--- src/rtl/vbp_pkg.sv ---
// Shared types and constants of the voxel brush paint block.
// No dependencies; used by vbp_axis and voxel_brush_paint.
package vbp_pkg;

	// configuration register indexes and widths
	localparam int CFG_IDX_BITS = 4;
	localparam logic [CFG_IDX_BITS-1:0] REG_VOLUME_EXTENT = 4'd0;
	localparam logic [CFG_IDX_BITS-1:0] REG_BRUSH_SIZE    = 4'd1;
	localparam logic [CFG_IDX_BITS-1:0] REG_BRUSH_MODE    = 4'd2;
	localparam logic [CFG_IDX_BITS-1:0] REG_PAINT_LABEL   = 4'd3;
	localparam logic [CFG_IDX_BITS-1:0] REG_REPLACE_LABEL = 4'd4;
	localparam logic [CFG_IDX_BITS-1:0] REG_WEIGHT_X      = 4'd5;
	localparam logic [CFG_IDX_BITS-1:0] REG_WEIGHT_Y      = 4'd6;
	localparam logic [CFG_IDX_BITS-1:0] REG_WEIGHT_Z      = 4'd7;

	localparam int SIZE_BITS   = 9;
	localparam int MODE_BITS   = 2;
	localparam int LBL_REG_BITS = 16;
	localparam int WEIGHT_BITS = 16;
	localparam int FRAC_BITS   = 8;
	localparam int LIM_BITS    = SIZE_BITS + FRAC_BITS;
	localparam int LIMSQ_BITS  = 2 * LIM_BITS;

	localparam int MODE_ROUND   = 0;
	localparam int MODE_REPLACE = 1;

	localparam logic [SIZE_BITS-1:0]    SIZE_RESET   = 9'd1;
	localparam logic [MODE_BITS-1:0]    MODE_RESET   = 2'b01;
	localparam logic [LBL_REG_BITS-1:0] PAINT_RESET  = 16'd1;
	localparam logic [LBL_REG_BITS-1:0] REPL_RESET   = 16'd0;
	localparam logic [WEIGHT_BITS-1:0]  WEIGHT_UNITY = 16'd256;

	// per-stage load enables handed to the axis datapaths
	typedef struct packed {
		logic en_s1;
		logic en_s2;
		logic en_s3;
	} stage_en_t;

endpackage

--- src/rtl/vbp_axis.sv ---
// One axis of the brush test: position range check, scaled magnitude, square.
// Depends on vbp_pkg (stage_en_t, WEIGHT_BITS).
module vbp_axis #(
	parameter int COORD_BITS = 12
) (
	input  logic                                       clk,
	input  vbp_pkg::stage_en_t                         en,
	input  logic [COORD_BITS-1:0]                      center,
	input  logic [COORD_BITS-1:0]                      offset,
	input  logic [COORD_BITS-1:0]                      last,
	input  logic [vbp_pkg::WEIGHT_BITS-1:0]            weight,
	output logic                                       inside_s3,
	output logic [COORD_BITS+vbp_pkg::WEIGHT_BITS-1:0] scaled_s2,
	output logic [2*(COORD_BITS+vbp_pkg::WEIGHT_BITS)-1:0] sq_s3
);

	localparam int S_W = COORD_BITS + vbp_pkg::WEIGHT_BITS;

	logic signed [COORD_BITS+1:0] pos;
	logic                         inside_c;
	logic [COORD_BITS-1:0]        mag_c;

	logic                  inside_s1, inside_s2;
	logic [COORD_BITS-1:0] mag_s1;

	always_comb begin
		pos = $signed({2'b00, center}) + $signed({{2{offset[COORD_BITS-1]}}, offset});
		inside_c = !pos[COORD_BITS+1] && (pos[COORD_BITS:0] <= {1'b0, last});
		// most negative offset maps onto its own unsigned magnitude
		mag_c = offset[COORD_BITS-1] ? (~offset + 1'b1) : offset;
	end

	always_ff @(posedge clk) begin
		if (en.en_s1) begin
			inside_s1 <= inside_c;
			mag_s1    <= mag_c;
		end
		if (en.en_s2) begin
			inside_s2 <= inside_s1;
			scaled_s2 <= S_W'(mag_s1) * S_W'(weight);
		end
		if (en.en_s3) begin
			inside_s3 <= inside_s2;
			sq_s3     <= (2*S_W)'(scaled_s2) * (2*S_W)'(scaled_s2);
		end
	end

endmodule

--- config.mk ---
export PLATFORM = sky130hd
export DESIGN_NAME = vbp_axis
export DESIGN_NICKNAME = d
export VERILOG_FILES = /design/src/rtl/vbp_pkg.sv /design/src/rtl/vbp_axis.sv
export SDC_FILE = /design/constraint.sdc
export NUM_CORES = 2
export LEC_CHECK = 0
export ABC_CLOCK_PERIOD_IN_PS = 8100
export BUFFER_PORTS_ARGS = -buffer_cell sky130_fd_sc_hd__clkbuf_2
export CAP_MARGIN = 20
export CORE_MARGIN = 5
export CORE_UTILIZATION = 25
export CTS_BUF_LIST = sky130_fd_sc_hd__clkbuf_4 sky130_fd_sc_hd__clkbuf_8
export DETAILED_ROUTE_END_ITERATION = 10
export PLACE_DENSITY = 0.43
export SYNTH_ARGS = -nofsm -noshare
export SYNTH_HDL_FRONTEND = slang
export SYNTH_SLANG_ARGS = --single-unit
--- constraint.sdc ---
create_clock -name clk -period 8.1 [get_ports clk]
set_input_delay 1.62 -clock clk [delete_from_list [all_inputs] [get_ports clk]]
set_output_delay 1.62 -clock clk [all_outputs]
set_load 0.05 [all_outputs]
==> flow_summary.ini <==
[worst_setup_path]
crit_family = adder cells
crit_slowest_cell = edfxtp_1
required_ns = 8.37
worst_setup_path_end_kind = flip-flop
arrival_ns = 7.93
endpoint = sq_s3[52]
worstSetupStartpointType = flip-flop
r2r_slack_ns = 0.44
r2r-start = scaled_s2[2]
critical_path_peak_fanout = 18
cp_num_cells = 22
crit_start = scaled_s2[2]
crit_path_cell_trace = buf_4, and2_1, fa_1, fa_1, fa_1, inv_1, fa_1, inv_1, fa_1, fa_1, inv_1, fa_1, inv_1, ha_1, a21oi_2, nor3_1, o41ai_2, a31oi_1, o21ai_1, a21oi_1, o41ai_2, xnor2_1
cp_slowest_stage_delay_ns = 1.04
r2r_end = sq_s3[52]
path_buf_inv = 5
critPathKind = flip-flop to flip-flop
critPathMostFrequentCell = fa_1
reg2reg_depth = 22

[die]
num_rows = 132
start_util = 0.251
io_pins = 141
die_h_um = 370
die-area_um2 = 137000
core_um2 = 129000
die_w_um = 370

[drt]
avgRoutedWirePerCell_um = 18.1
drt_iter0_drc = 1031
wl_mm = 96.1
drc = 0
vias_per_cell = 4.19
drtAntennaViolNets = 0
vias = 22200
firstDrtPassIters = 5

[synth]
async_flop_share = 0
synthesis.nets = 4562
synth_cell_type_count = 71
netlist_area_um2 = 32500
yosys_warnings = 0
ys_seq_area_frac = 0.0906
synthFlopType = edfxtp_1
synthCells = 3459
synth_edf_count = 98
syn_avg_cell_area_um2 = 9.39
ys_ff_latch = 98

[timing]
relSlewSlack = 0.310
rsz0062_at_grt = no
fin_ws_ns = 0.439
worst_pin_slew_ns = 1.04
slew_violations = 0
fmax_ghz = 0.131
clock_skew_ns = 0.0314
hold_viol = 0
finalSetupViolCount = 0
setup-tns-final_ns = 0
fin_crit_sh = 0.946
holdWs_ns = 0.440
min_period_ns = 7.66

[clock_network]
cts_tree = done
cts.path.max_buffers = 2
htreeDepth = 3
worstSkewPairLatency_ns = 0.52
path_clk_slew_ns = 0.14
root_buffer = clkbuf_8
cts_made_buffers = 9
clkSinkCount = 98

[placement]
io_buffers = 139
pre_cts_ws_ns = 0.330
dp_hpwl_mm = 81.4
gp_congestion = 0.821

[cells_and_area]
drive_gt1_frac = 0.0748
syn_to_final_growth_pct = 9.81
fin_nets = 4653
fillCellCount = 13900

[hold_path]
worstHoldPathType = flip-flop to flip-flop

[grt]
grt_use_total = 0.145
grt_max_degree = 57
grt_first_pass_wirelength_mm = 150
grt-ovfl-total = 0
grt_antenna_before_repair = 5
grt_pass1_vias = 24600

[flow_run]
cap_violations = 0

[status]
status = finished clean
==> through the flow <==
stage | utilization | std cells | cell area [um2]
floorplan | - | 3459 | 32500
global placement | 0.273 | 5277 | 35400
detailed placement | 0.273 | 5277 | 35400
CTS | 0.275 | 5293 | 35600
global route | 0.276 | 5301 | 35700
finish | 0.276 | 5301 | 35700
==> worst min-delay path by stage <==
stage,endpoint,from,depth (start not counted)
after floorplan,inside_s2,inside_s1,0
after global placement,inside_s2,inside_s1,0
after detailed placement,inside_s2,inside_s1,0
after CTS,inside_s2,inside_s1,0
after global routing,inside_s2,inside_s1,0
final,inside_s2,inside_s1,0
==> routing by layer <==
layer	global-route usage	vias to the layer above	part of all wire
li1	-	10400	-
met1	0.193	11300	0.45
met2	0.244	407	0.48
met3	0.0267	75	0.049
met4	0.0330	0	0.021
met5	0	-	0
==> cell type report <==
cell class / instances / area [um2] / area share
Inverter: 992 / 3720 / 0.104
Clock inverter: 7 / 95.1 / 0.00267
Multi-Input combinational cell: 2240 / 25300 / 0.709
Timing Repair Buffer: 209 / 1280 / 0.0360
Tap cell: 1742 / 2180 / 0.0611
Antenna cell: 4 / 10.0 / 0.000281
Clock buffer: 9 / 124 / 0.00347
Sequential cell: 98 / 2940 / 0.0825
==> registers in the layout, indices dropped and copies added, names as in the netlist <==
name	flops
inside_s1	1
inside_s2	1
inside_s3	1
mag_s1	12
scaled_s2	28
sq_s3	55
==> timing repair <==
action	4_1_cts	5_1_grt
resized for setup	0	0
hold buffers	0	0
buffers inserted	0	4
endpoints found under the setup margin	0	1
hold endpoints to repair	0	0
==> worst reg2reg max path, delay by kind of cell (launching register included) <==
kind            cells  cell delay (ns)
simple gates        2             0.29
flops               1             1.04
xor+xnor            1             0.10
fa+ha+maj           8             3.87
buf+inv             5             0.56
compound gates      6             1.60
==> cell families after synthesis <==
| group | Yosys count | share of synthesized area |
|---|---|---|
| multiplexers | 2 | 0.000655 |
| AND/OR/NAND/NOR | 820 | 0.120 |
| other | 1 | 0.000116 |
| adder cells (fa/ha/maj) | 1047 | 0.575 |
| buffers and inverters | 1121 | 0.130 |
| XOR/XNOR | 104 | 0.0281 |
| flip-flops | 98 | 0.0906 |
| AO/OA/AOI/OAI | 266 | 0.0552 |
==> synthesized netlist by cell type, drive strengths merged (3+ instances only) <==
cell / number / area (um2)
buf: 16 / 82.6
nand2b: 10 / 62.6
o31a: 4 / 35.0
nor2b: 20 / 125
clkbuf: 113 / 425
edfxtp: 98 / 2940
nor2: 86 / 325
o21ai: 53 / 277
and3: 14 / 87.6
and2: 205 / 1280
nor3: 16 / 85.1
ha: 305 / 3820
o41ai: 3 / 48.8
o31ai: 5 / 70.1
inv: 991 / 3720
xnor2: 80 / 701
nand2: 397 / 1490
a41oi: 3 / 26.3
nand4: 18 / 113
a21oi: 91 / 493
nand3b: 3 / 22.5
nand3: 28 / 145
a31oi: 17 / 113
o211ai: 7 / 52.6
o21a: 8 / 60.1
a21boi: 3 / 30.0
a211oi: 8 / 65.1
a21o: 29 / 218
fa: 742 / 14900
xor2: 24 / 210
or2: 7 / 43.8
o21bai: 10 / 75.1
or3: 5 / 31.3
nor4: 9 / 56.3
o22ai: 6 / 37.5
==> layout by cell type, fill, tap and decap left out, drive strengths merged, types with 4 or more instances in the layout <==
cell    Yosys  routed
inv       991     994
fa        742     742
nand2     397     397
ha        305     305
and2      205     205
clkbuf    113     148
edfxtp     98      98
a21oi      91      91
nor2       86      86
xnor2      80      80
buf        16      70
o21ai      53      53
a21o       29      29
nand3      28      28
xor2       24      24
nor2b      20      20
nand4      18      18
a31oi      17      17
nor3       16      16
and3       14      14
o21bai     10      10
nand2b     10      10
nor4        9       9
o21a        8       8
a211oi      8       8
o211ai      7       7
or2         7       7
o22ai       6       6
or3         5       5
o31ai       5       5
diode       0       4
o31a        4       4
clkinv      1       4
Power is left out: the tool's default activity adds up to more than one toggle a clock period on the data nets, which glitch-free logic cannot reach.
